[src/sls_pkg.sv]
// types, constants and time-stamp arithmetic shared by the stopwatch files
package sls_pkg;

  typedef enum logic [1:0] {
    CmdSelect     = 2'd0,
    CmdLongSelect = 2'd1,
    CmdUp         = 2'd2,
    CmdRefresh    = 2'd3
  } cmd_e;

  typedef enum logic [2:0] {
    ModeStart     = 3'd0,
    ModeRun       = 3'd1,
    ModeSplit     = 3'd2,
    ModeLap       = 3'd3,
    ModeStopLap   = 3'd4,
    ModeStopSplit = 3'd5
  } mode_e;

  typedef enum logic [1:0] {
    CfgFastLimit    = 2'd0,
    CfgFastInterval = 2'd1,
    CfgSlowInterval = 2'd2
  } cfg_idx_e;

  localparam logic [1:0] TitleMain  = 2'd0;
  localparam logic [1:0] TitleSplit = 2'd1;
  localparam logic [1:0] TitleLap   = 2'd2;

  localparam logic [9:0]  MsPerSec  = 10'd1000;
  localparam logic [9:0]  MsMax     = 10'd999;
  localparam logic [9:0]  MsRound   = 10'd100;

  localparam logic [15:0] ResetFastLimitSec   = 16'd300;
  localparam logic [15:0] ResetFastIntervalMs = 16'd200;
  localparam logic [15:0] ResetSlowIntervalMs = 16'd1000;

  typedef struct packed {
    logic [31:0] s;
    logic [9:0]  m;
  } tstamp_t;

  localparam tstamp_t StampZero = '{s: 32'd0, m: 10'd0};

  function automatic tstamp_t t_sub(tstamp_t a, tstamp_t b);
    tstamp_t r;
    r.s = a.s - b.s;
    if (a.m < b.m) begin
      r.m = a.m + MsPerSec - b.m;
      r.s = r.s - 32'd1;
    end else begin
      r.m = a.m - b.m;
    end
    return r;
  endfunction

  function automatic tstamp_t t_add(tstamp_t a, tstamp_t b);
    tstamp_t     r;
    logic [10:0] sum;
    sum = {1'b0, a.m} + {1'b0, b.m};
    r.s = a.s + b.s;
    if (sum >= {1'b0, MsPerSec}) begin
      r.m = 10'(sum - {1'b0, MsPerSec});
      r.s = r.s + 32'd1;
    end else begin
      r.m = sum[9:0];
    end
    return r;
  endfunction

endpackage

[src/sls_if.sv]
// request channels of the stopwatch: command input, display output, register writes
interface sls_in_if;
  logic        valid;
  logic        ready;
  logic [1:0]  command;
  logic [31:0] now_sec;
  logic [9:0]  now_ms;

  modport source (output valid, output command, output now_sec, output now_ms, input ready);
  modport sink   (input valid, input command, input now_sec, input now_ms, output ready);
endinterface

interface sls_out_if;
  logic        valid;
  logic        ready;
  logic [31:0] shown_sec;
  logic [9:0]  shown_ms;
  logic [1:0]  title_code;
  logic        paused_mark;
  logic        accepted;
  logic        running;
  logic [15:0] redraw_interval_ms;

  modport source (output valid, output shown_sec, output shown_ms, output title_code,
                  output paused_mark, output accepted, output running,
                  output redraw_interval_ms, input ready);
  modport sink   (input valid, input shown_sec, input shown_ms, input title_code,
                  input paused_mark, input accepted, input running,
                  input redraw_interval_ms, output ready);
endinterface

interface sls_cfg_if;
  logic        valid;
  logic        ready;
  logic [1:0]  index;
  logic [15:0] data;

  modport source (output valid, output index, output data, input ready);
  modport sink   (input valid, input index, input data, output ready);
endinterface

[src/split_lap_stopwatch_top.sv]
// stopwatch with split and lap capture, one command per request
// Takes one command request per clock and returns one display request for it; the
// mode update, time-stamp arithmetic and display formatting all happen in the
// accepting cycle and land in an output register, so the result appears in the cycle
// after acceptance. A new command is taken every cycle as long as the output register
// is empty or being drained; a stalled output holds back only the input, one request
// deep. Register writes are always taken and should be made while no request is open.
module split_lap_stopwatch_top (
  input  logic      clk_i,
  input  logic      rst_ni,
  sls_in_if.sink    in_i,
  sls_out_if.source out_o,
  sls_cfg_if.sink   cfg_i
);

  sls_pkg::mode_e   mode_q, mode_d;
  sls_pkg::tstamp_t start_q, start_d;
  sls_pkg::tstamp_t last_q, last_d;
  sls_pkg::tstamp_t split_q, split_d;
  sls_pkg::tstamp_t lap_q, lap_d;
  sls_pkg::tstamp_t pause_q, pause_d;

  logic [15:0] fast_limit_q, fast_int_q, slow_int_q;

  logic        out_valid_q;
  logic [31:0] sec_q, sec_d;
  logic [9:0]  ms_q, ms_d;
  logic [1:0]  title_q, title_d;
  logic        pmark_q, pmark_d;
  logic        acc_q, acc_d;
  logic        run_q, run_d;
  logic [15:0] redraw_q, redraw_d;

  logic             in_fire;
  logic             cap;
  sls_pkg::tstamp_t now, span, el, el_a, el_b;
  logic [15:0]      prod;
  logic [3:0]       hund;

  assign in_i.ready  = !out_valid_q || out_o.ready;
  assign in_fire     = in_i.valid && in_i.ready;
  assign cfg_i.ready = 1'b1;

  always_comb begin
    now.s = in_i.now_sec;
    now.m = (in_i.now_ms > sls_pkg::MsMax) ? sls_pkg::MsMax : in_i.now_ms;
    span  = sls_pkg::t_sub(now, pause_q);

    mode_d  = mode_q;
    start_d = start_q;
    last_d  = last_q;
    split_d = split_q;
    lap_d   = lap_q;
    pause_d = pause_q;
    acc_d   = 1'b1;
    cap     = 1'b0;
    el_a    = now;
    el_b    = start_q;

    case (sls_pkg::cmd_e'(in_i.command))
      sls_pkg::CmdSelect: begin
        case (mode_q)
          sls_pkg::ModeRun: begin
            pause_d = now;
            cap     = 1'b1;
            mode_d  = sls_pkg::ModeStopSplit;
          end
          sls_pkg::ModeStopLap, sls_pkg::ModeStopSplit: begin
            start_d = sls_pkg::t_add(span, start_q);
            last_d  = sls_pkg::t_add(span, last_q);
            mode_d  = sls_pkg::ModeRun;
            el_a    = pause_q;
          end
          sls_pkg::ModeSplit, sls_pkg::ModeLap: begin
            mode_d = sls_pkg::ModeRun;
          end
          default: begin
            start_d = now;
            last_d  = now;
            mode_d  = sls_pkg::ModeRun;
            el_b    = now;
          end
        endcase
      end
      sls_pkg::CmdLongSelect: begin
        start_d = sls_pkg::StampZero;
        last_d  = sls_pkg::StampZero;
        split_d = sls_pkg::StampZero;
        lap_d   = sls_pkg::StampZero;
        pause_d = sls_pkg::StampZero;
        mode_d  = sls_pkg::ModeStart;
      end
      sls_pkg::CmdUp: begin
        case (mode_q)
          sls_pkg::ModeRun: begin
            cap    = 1'b1;
            mode_d = sls_pkg::ModeSplit;
          end
          sls_pkg::ModeStopLap:   mode_d = sls_pkg::ModeStopSplit;
          sls_pkg::ModeStopSplit: mode_d = sls_pkg::ModeStopLap;
          sls_pkg::ModeSplit:     mode_d = sls_pkg::ModeLap;
          sls_pkg::ModeLap:       mode_d = sls_pkg::ModeSplit;
          default:                acc_d  = 1'b0;
        endcase
      end
      default: ;
    endcase

    if (cap) begin
      lap_d   = sls_pkg::t_sub(now, last_q);
      split_d = sls_pkg::t_sub(now, start_q);
      last_d  = now;
    end

    // elapsed time for the run view, against the updated start stamp
    el   = sls_pkg::t_sub(el_a, el_b);
    prod = 16'(el.m) * 16'd41;
    hund = prod[15:12];

    sec_d    = 32'd0;
    ms_d     = 10'd0;
    title_d  = sls_pkg::TitleMain;
    pmark_d  = 1'b0;
    run_d    = 1'b0;
    redraw_d = 16'd0;
    case (mode_d)
      sls_pkg::ModeRun: begin
        sec_d    = el.s;
        ms_d     = 10'(({6'd0, hund} + 10'd1) * sls_pkg::MsRound);
        run_d    = 1'b1;
        redraw_d = (el.s < {16'd0, fast_limit_q}) ? fast_int_q : slow_int_q;
      end
      sls_pkg::ModeSplit: begin
        sec_d   = split_d.s;
        ms_d    = split_d.m;
        title_d = sls_pkg::TitleSplit;
      end
      sls_pkg::ModeLap: begin
        sec_d   = lap_d.s;
        ms_d    = lap_d.m;
        title_d = sls_pkg::TitleLap;
      end
      sls_pkg::ModeStopSplit: begin
        sec_d   = split_d.s;
        ms_d    = split_d.m;
        title_d = sls_pkg::TitleSplit;
        pmark_d = 1'b1;
      end
      sls_pkg::ModeStopLap: begin
        sec_d   = lap_d.s;
        ms_d    = lap_d.m;
        title_d = sls_pkg::TitleLap;
        pmark_d = 1'b1;
      end
      default: ;
    endcase
  end

  always_ff @(posedge clk_i or negedge rst_ni) begin
    if (!rst_ni) begin
      mode_q  <= sls_pkg::ModeStart;
      start_q <= sls_pkg::StampZero;
      last_q  <= sls_pkg::StampZero;
      split_q <= sls_pkg::StampZero;
      lap_q   <= sls_pkg::StampZero;
      pause_q <= sls_pkg::StampZero;
    end else if (in_fire) begin
      mode_q  <= mode_d;
      start_q <= start_d;
      last_q  <= last_d;
      split_q <= split_d;
      lap_q   <= lap_d;
      pause_q <= pause_d;
    end
  end

  always_ff @(posedge clk_i or negedge rst_ni) begin
    if (!rst_ni) begin
      fast_limit_q <= sls_pkg::ResetFastLimitSec;
      fast_int_q   <= sls_pkg::ResetFastIntervalMs;
      slow_int_q   <= sls_pkg::ResetSlowIntervalMs;
    end else if (cfg_i.valid) begin
      case (sls_pkg::cfg_idx_e'(cfg_i.index))
        sls_pkg::CfgFastLimit:    fast_limit_q <= cfg_i.data;
        sls_pkg::CfgFastInterval: fast_int_q   <= cfg_i.data;
        sls_pkg::CfgSlowInterval: slow_int_q   <= cfg_i.data;
        default: ;
      endcase
    end
  end

  always_ff @(posedge clk_i or negedge rst_ni) begin
    if (!rst_ni) begin
      out_valid_q <= 1'b0;
    end else if (in_fire) begin
      out_valid_q <= 1'b1;
    end else if (out_o.ready) begin
      out_valid_q <= 1'b0;
    end
  end

  always_ff @(posedge clk_i) begin
    if (in_fire) begin
      sec_q    <= sec_d;
      ms_q     <= ms_d;
      title_q  <= title_d;
      pmark_q  <= pmark_d;
      acc_q    <= acc_d;
      run_q    <= run_d;
      redraw_q <= redraw_d;
    end
  end

  assign out_o.valid              = out_valid_q;
  assign out_o.shown_sec          = sec_q;
  assign out_o.shown_ms           = ms_q;
  assign out_o.title_code         = title_q;
  assign out_o.paused_mark        = pmark_q;
  assign out_o.accepted           = acc_q;
  assign out_o.running            = run_q;
  assign out_o.redraw_interval_ms = redraw_q;

endmodule

[src/flat_wrapper.sv]
// flat-port wrapper written by rule: the top's interface ports become plain ports
module split_lap_stopwatch_top_flat 
  (clk_i, rst_ni, in_i_valid, in_i_command, in_i_now_sec, in_i_now_ms, in_i_ready, out_o_valid, out_o_shown_sec, out_o_shown_ms, out_o_title_code, out_o_paused_mark, out_o_accepted, out_o_running, out_o_redraw_interval_ms, out_o_ready, cfg_i_valid, cfg_i_index, cfg_i_data, cfg_i_ready);
  sls_in_if in_i_i ();
  sls_out_if out_o_i ();
  sls_cfg_if cfg_i_i ();
  input  logic clk_i;
  input  logic rst_ni;
  input wire logic [$bits(in_i_i.valid)-1:0] in_i_valid;
  input wire logic [$bits(in_i_i.command)-1:0] in_i_command;
  input wire logic [$bits(in_i_i.now_sec)-1:0] in_i_now_sec;
  input wire logic [$bits(in_i_i.now_ms)-1:0] in_i_now_ms;
  output wire logic [$bits(in_i_i.ready)-1:0] in_i_ready;
  output wire logic [$bits(out_o_i.valid)-1:0] out_o_valid;
  output wire logic [$bits(out_o_i.shown_sec)-1:0] out_o_shown_sec;
  output wire logic [$bits(out_o_i.shown_ms)-1:0] out_o_shown_ms;
  output wire logic [$bits(out_o_i.title_code)-1:0] out_o_title_code;
  output wire logic [$bits(out_o_i.paused_mark)-1:0] out_o_paused_mark;
  output wire logic [$bits(out_o_i.accepted)-1:0] out_o_accepted;
  output wire logic [$bits(out_o_i.running)-1:0] out_o_running;
  output wire logic [$bits(out_o_i.redraw_interval_ms)-1:0] out_o_redraw_interval_ms;
  input wire logic [$bits(out_o_i.ready)-1:0] out_o_ready;
  input wire logic [$bits(cfg_i_i.valid)-1:0] cfg_i_valid;
  input wire logic [$bits(cfg_i_i.index)-1:0] cfg_i_index;
  input wire logic [$bits(cfg_i_i.data)-1:0] cfg_i_data;
  output wire logic [$bits(cfg_i_i.ready)-1:0] cfg_i_ready;
  assign in_i_i.valid = in_i_valid;
  assign in_i_i.command = in_i_command;
  assign in_i_i.now_sec = in_i_now_sec;
  assign in_i_i.now_ms = in_i_now_ms;
  assign in_i_ready = in_i_i.ready;
  assign out_o_valid = out_o_i.valid;
  assign out_o_shown_sec = out_o_i.shown_sec;
  assign out_o_shown_ms = out_o_i.shown_ms;
  assign out_o_title_code = out_o_i.title_code;
  assign out_o_paused_mark = out_o_i.paused_mark;
  assign out_o_accepted = out_o_i.accepted;
  assign out_o_running = out_o_i.running;
  assign out_o_redraw_interval_ms = out_o_i.redraw_interval_ms;
  assign out_o_i.ready = out_o_ready;
  assign cfg_i_i.valid = cfg_i_valid;
  assign cfg_i_i.index = cfg_i_index;
  assign cfg_i_i.data = cfg_i_data;
  assign cfg_i_ready = cfg_i_i.ready;
  split_lap_stopwatch_top u_core (.clk_i(clk_i), .rst_ni(rst_ni), .in_i(in_i_i), .out_o(out_o_i), .cfg_i(cfg_i_i));
endmodule
[config.mk]
export PLATFORM = sky130hd
export DESIGN_NAME = split_lap_stopwatch_top_flat
export DESIGN_NICKNAME = d
export VERILOG_FILES = /design/src/sls_pkg.sv /design/src/sls_if.sv /design/src/split_lap_stopwatch_top.sv /design/src/flat_wrapper.sv
export SDC_FILE = /design/constraint.sdc
export NUM_CORES = 2
export LEC_CHECK = 0
export BUFFER_PORTS_ARGS = -buffer_cell sky130_fd_sc_hd__buf_2
export CORE_MARGIN = 2
export CORE_UTILIZATION = 58
export DETAILED_ROUTE_END_ITERATION = 8
export GPL_TIMING_DRIVEN = 0
export PLACE_DENSITY_LB_ADDON = 0.25
export SLEW_MARGIN = 20
export SYNTH_ARGS = -nofsm -noshare
export SYNTH_HDL_FRONTEND = slang
export SYNTH_SLANG_ARGS = --single-unit
[constraint.sdc]
create_clock -name clk_i -period 9.2 [get_ports clk_i]
set_input_delay 0.46 -clock clk_i [delete_from_list [all_inputs] [get_ports clk_i]]
set_output_delay 0.46 -clock clk_i [all_outputs]
set_load 0.02 [all_outputs]
Word-level counts from Yosys, hierarchy flattened:

Cells that the tools add are included.

* flip-flop bits (word level): 325
* output and inout bits: 66
* logic and storage cells: 140

* $add $sub $neg: 27
* multipliers: 2
* order comparisons: 8
* eq/ne operators: 17
* muxes and demuxes: 42
* reduce and logical (&&, ||, !) cells: 22

Operators by type and width (count)
* 42-bit two-way mux: 10
* 42-bit case mux with 2 select lines: 5
* 32-bit two-way mux: 6
* 32-bit by 1-bit subtractor with 32-bit output (second input constant): 4
* 32-bit subtractor: 4
* 32-bit case mux with 3 select lines: 1
* 10-bit subtractor: 8
* 10-bit two-way mux: 7
* 32-bit by 1-bit adder with 32-bit output (second input constant): 2
* 32-bit adder: 2
* 10-bit less-than comparator: 4
* 32-bit by 16-bit less-than comparator with 1-bit output: 1
* 10-bit case mux with 3 select lines: 1
* 10-bit by 10-bit adder with 11-bit output: 2
* 11-bit by 10-bit greater-or-equal comparator with 1-bit output (second input constant): 2
* 10-bit adder (second input constant): 2
* 10-bit subtractor (second input constant): 2
* 10-bit by 6-bit multiplier with 16-bit output (second input constant): 1
* 16-bit two-way mux: 1
* 3-bit by 2-bit equality test with 1-bit output (second input constant): 4
* 3-bit equality test (second input constant): 4
* 3-bit case mux with 4 select lines: 1
* 2-bit OR reduction: 6
* 10-bit > comparator (second input constant): 1
* other kinds (22): 37

Longest topological paths before layout:

* depth after elaboration: 11
* mapped depth: 46
* gate-level depth less buffers: 44

Worst setup path before layout:

No wires, ideal clock.

* kind: register to register
* from: register u_core.mode_q[0]
* to: register u_core.ms_q[9], in the netlist u_core.out_o.shown_ms[9] (data pin)
* arrival time: 8682 ps
* setup slack: 244 ps
* cell stages (with the launch flop): 44
* path buffers: 3
* period minus slack after synthesis: 8956 ps
* cells stage by stage: dfrtp_1 -> clkbuf_1 -> nor3_1 -> a21oi_1 -> nand2b_1 -> clkbuf_1 -> clkbuf_1 -> nor2_1 -> a21oi_1 -> ha_1 -> ha_1 -> fa_1 -> a21o_1 -> a21oi_1 -> o21bai_1 -> a21oi_1 -> o21bai_1 -> a21oi_1 -> [8 not listed] -> and3_1 -> a221oi_1 -> o21bai_1 -> a21oi_1 -> inv_1 -> a21oi_1 -> xor2_1 -> xor2_1 -> ha_1 -> ha_1 -> ha_1 -> xor2_1 -> xnor2_1 -> xnor2_1 -> nor2_1 -> a32o_1 -> mux2i_1 -> o221ai_1

* word-level cells in the longest chain between the ends: 11
* elaborated cells on any way between the ends: 35
* those cells by class: add/sub (4); mul (2); order compare (1); eq/ne (10); mux (13); reduce/logical (5)

RTL lines
* start: declaration: RTL line split_lap_stopwatch_top.sv:16 `sls_pkg::mode_e mode_q, mode_d;`
* start signal: assignment: RTL line split_lap_stopwatch_top.sv:161 `mode_q <= sls_pkg::ModeStart;`
* start signal: assignment: RTL line split_lap_stopwatch_top.sv:168 `mode_q <= mode_d;`
* 3-bit equality test: RTL line split_lap_stopwatch_top.sv:62, split_lap_stopwatch_top.sv:94
* 2-bit OR reduction: RTL line split_lap_stopwatch_top.sv:62 `case (mode_q)`
* 42-bit two-way mux: RTL line split_lap_stopwatch_top.sv:62
* 42-bit two-way mux: RTL line split_lap_stopwatch_top.sv:60 `case (sls_pkg::cmd_e'(in_i.command))`
* 10-bit adder: RTL line sls_pkg.sv:49 `r.m = a.m + MsPerSec - b.m;`
* 10-bit subtractor: RTL line sls_pkg.sv:49
* 10-bit two-way mux: RTL line sls_pkg.sv:48 `if (a.m < b.m) begin`
* 10-bit by 6-bit multiplier with 16-bit output: RTL line split_lap_stopwatch_top.sv:117 `prod = 16'(el.m) * 16'd41;`
* 4-bit by 1-bit adder with 5-bit output: RTL line split_lap_stopwatch_top.sv:129 `ms_d = 10'(({6'd0, hund} + 10'd1) * sls_pkg::MsRound);`
* 10-bit by 5-bit multiplier with 8-bit output: RTL line split_lap_stopwatch_top.sv:129
* 10-bit case mux with 3 select lines (*): RTL line split_lap_stopwatch_top.sv:126 `case (mode_d)`
* named net u_core.ms_d[9]: RTL line split_lap_stopwatch_top.sv:27 `logic [9:0] ms_q, ms_d;`
* end signal: assignment: RTL line split_lap_stopwatch_top.sv:205 `ms_q <= ms_d;`
* end: declaration: RTL line split_lap_stopwatch_top.sv:27

Mark *: on every way through the listed nets, which the timed path passes. The rest lies on a longest branch.
A chain may end at the register's enable or synchronous reset.

Worst setup path in the final report:

* from: register u_core.mode_q[2]
* to: register u_core.ms_q[9], in the netlist u_core.out_o.shown_ms[9] (data pin)

The elaborated chain is that of the path after synthesis.

==> key figures <==
STA
  • Unrepaired setup endpoints after global routing: true
  • Setup tns final: 0 ns
  • Worst slew pin tran: approximately 1.2 ns
  • Skew final: ~0.024 ns
  • Worst Hold Slack: 0.0895 ns
  • Slew headroom: 20.8%
  • Final period util: 97.0%
  • Max Transition Viols Final: 0
  • Hold Fails Final Rpt: 0
  • F_max: about 0.11 GHz
  • Setup Viol. Count Final: 0
  • Fin crit period: slightly below 9 ns

Clock network
  • Clock H-tree levels: 2
  • Clk slew on worst S/H paths: approximately 0.07 ns
  • Cts bufs inserted: 39
  • Maximum clock path buffer count: 3
  • Clock latency on the worst-skew pair: 0.58 ns
  • CTS tree: built
  • Clock Tree Root: clkbuf_16
  • CTS sink count: approximately 330

Synthesis
  • Cell with the most instances after synthesis: nand2_1
  • Cells after Synth: 4,421
  • Seq/Total Area, Yosys: a little under a quarter
  • Post-Syn Area: 0.0353 mm^2
  • Mapped Nets: 4,849
  • Post-synth EDFFs: between 60 and 70
  • Ys async rst share: approximately four fifths
  • FF+latch count, synth: between 300 and 400
  • Top cells by instance count after synthesis: 520 x nand2_1, 375 x o21ai_0, 340 x ha_1
  • Cell taking the most area after synthesis: dfrtp_1
  • Post-synth top area share: between 10% and 20%
  • Avg Synthesized Cell Area: around 8.0 um^2
  • Main area contributors after synthesis: dfrtp_1 18%, ha_1 12%, xnor2_1 6.6%, nand2_1 5.5%, edfxtp_1 5.4%
  • Post-synth top flop: dfrtp_1
  • Netlist cell types: 113
  • Yosys synthesis warning count: 0

Worst setup path
  • CP peak stage delay: 0.48 ns
  • CP max stage cell: fa_1
  • Setup CP Type: register to register
  • Crit path capture type: register
  • Critical Path Fanout Max: 10
  • CP required: 9.47 ns
  • Element type at the critical path start: register
  • CP arrival: around 9.2 ns

Finish
  • Multi-input combinational cell area: 0.0252 mm^2
  • Final Core Density: 64.4%
  • Final #Nets: 5,031
  • Layout cells sized above 1: 8.50%
  • Layout area overhead: 9.86%
  • Area occupied by registers: roughly 0.0085 mm^2
  • # fillers: ~5,400

Global routing
  • Total GRT Usage: between 30% and 40%
  • Vias in the first global route: between 30,000 and 40,000
  • First-pass GRT wire length: ~190,000 um
  • Overflow after GRT: 0
  • Largest net degree at the start of global routing: 91
  • Antenna violations before repair: 6

Placement
  • Port bufs: between 100 and 150
  • Dpl hpwl: about 100,000 um
  • Final Wtd Congestion: a little over 1

Floorplan
  • Core area: 0.0602 mm^2
  • Cell Rows: 90
  • Initial Utilization: 58.6%
  • Width of the die: around 250 um
  • Boundary Pins: 133
  • Die height: about 250 um
  • DIE AREA: approximately 0.063 mm^2

Worst hold path
  • HP Class: input pin to register

Detailed routing
  • Drt pass-1 iters: 7
  • Antenna Violating Nets Remaining: 0
  • Vias: 34,800
  • Avg WL per Cell: between 20 and 25 um
  • Drt drc: 0
  • Initial drt markers: approximately 3,800
  • Vias per cell: roughly 6.4
  • WL final: 124,000 um

Flow run
  • Total of max-cap violations: 0

Outcome
  • Status: completed
layout make-up:
type | count | area share, %
clock buffer | 49 | 2.72
timing repair buffer | 143 | 2.22
antenna | 5 | 0.0323
sequential | 325 | 21.8
clock inverter | 22 | 0.722
inverter | 301 | 2.91
tap | 782 | 2.52
buffer | 182 | 1.98
multi-input combinational | 3611 | 65.1
per-layer routing:
layer	up-vias	wire length [um]	global-route usage [%]
met5	-	15	0
met4	2	7470	19.8
met3	326	12500	7.18
met2	1726	52300	58.8
met1	16400	51300	52.3
li1	16300	-	-
logic make-up after synthesis:
| group | synth area share (%) |
|---|---|
| and+or+nand+nor | 18.8 |
| AOI/OAI and AO/OA | 24.8 |
| buffers and inverters | 5.27 |
| xor gates and xnor gates | 10.5 |
| adders and majority gates | 13.3 |
| DFF | 24.0 |
| muxes | 3.37 |
| other | 0.0106 |
per-stage QoR:
step | setup WS (ns) | std cells | instance area, um^2
3_5_place_dp | -1.81 | 5334 | 37100
6_report | 0.275 | 5420 | 38800
5_1_grt | -0.198 | 5417 | 38800
3_3_place_gp | -1.93 | 5327 | 36900
2_1_floorplan | 0.244 | 4421 | 35300
4_1_cts | 0.00375 | 5410 | 38600
final timing paths:
check                                           endpoint               start  depth (start not counted)  slack [ns]
max in group asynchronous              u_core.last_q[36]              rst_ni                          4        7.74
min in group asynchronous                u_core.lap_q[6]              rst_ni                          2        0.32
worst min register to register        u_core.split_q[13]  u_core.split_q[13]                          2        0.48
worst min-delay path                  u_core.out_o.valid          in_i_valid                          2        0.09
worst max-delay path            u_core.out_o.shown_ms[9]    u_core.mode_q[2]                         42        0.28
worst max register to register  u_core.out_o.shown_ms[9]    u_core.mode_q[2]                         42        0.28
flip-flops by register name (all words and copies together) (netlist names):
signal / count
u_core.mode_q: 3
u_core.start_q: 42
u_core.last_q: 42
u_core.out_o.paused_mark: 1
u_core.split_q: 42
u_core.fast_limit_q: 16
u_core.out_o.shown_sec: 32
u_core.fast_int_q: 16
u_core.out_o.accepted: 1
u_core.out_o.title_code: 2
u_core.pause_q: 42
u_core.out_o.shown_ms: 10
u_core.lap_q: 42
u_core.slow_int_q: 16
u_core.out_o.redraw_interval_ms: 16
u_core.out_o.running: 1
u_core.out_o.valid: 1
cells in the final DEF (no fill, tap or decap), types with 49 or more instances in the layout:
master | Yosys | routed
a211oi_1 | 49 | 49
ha_1 | 340 | 339
mux2i_1 | 68 | 68
a22o_1 | 71 | 71
buf_2 | 13 | 139
o21ai_0 | 375 | 373
xor2_1 | 154 | 151
dfrtp_1 | 249 | 248
edfxtp_1 | 63 | 63
nor2_1 | 293 | 291
inv_1 | 299 | 299
nor3_1 | 87 | 83
xnor2_1 | 266 | 262
nand2b_1 | 50 | 49
clkbuf_1 | 156 | 149
a21oi_1 | 295 | 284
nand3_1 | 115 | 115
nand2_1 | 520 | 519
nand4_1 | 54 | 54
a21o_1 | 122 | 122
timing repair:
action                     4_1_cts  5_1_grt
hold buffers                     1        0
hold endpoints to repair        23        0
setup buffers                    6        5
gates resized for setup         32       43
setup endpoints to repair       10        9
pin swaps                        3        5
critical path, delay by kind of cell (launching register included):
kind                       cells  cell delay (ns)
AOI/OAI and AO/OA             14             2.50
xor gates and xnor gates       7             1.34
adders and majority gates      9             2.81
buffers and inverters          6             0.80
DFF                            1             0.39
muxes                          1             0.12
and+or+nand+nor                5             0.64
Power is not shown: default switching activity piles up to over one toggle a cycle in this logic, so the estimate is an artifact.
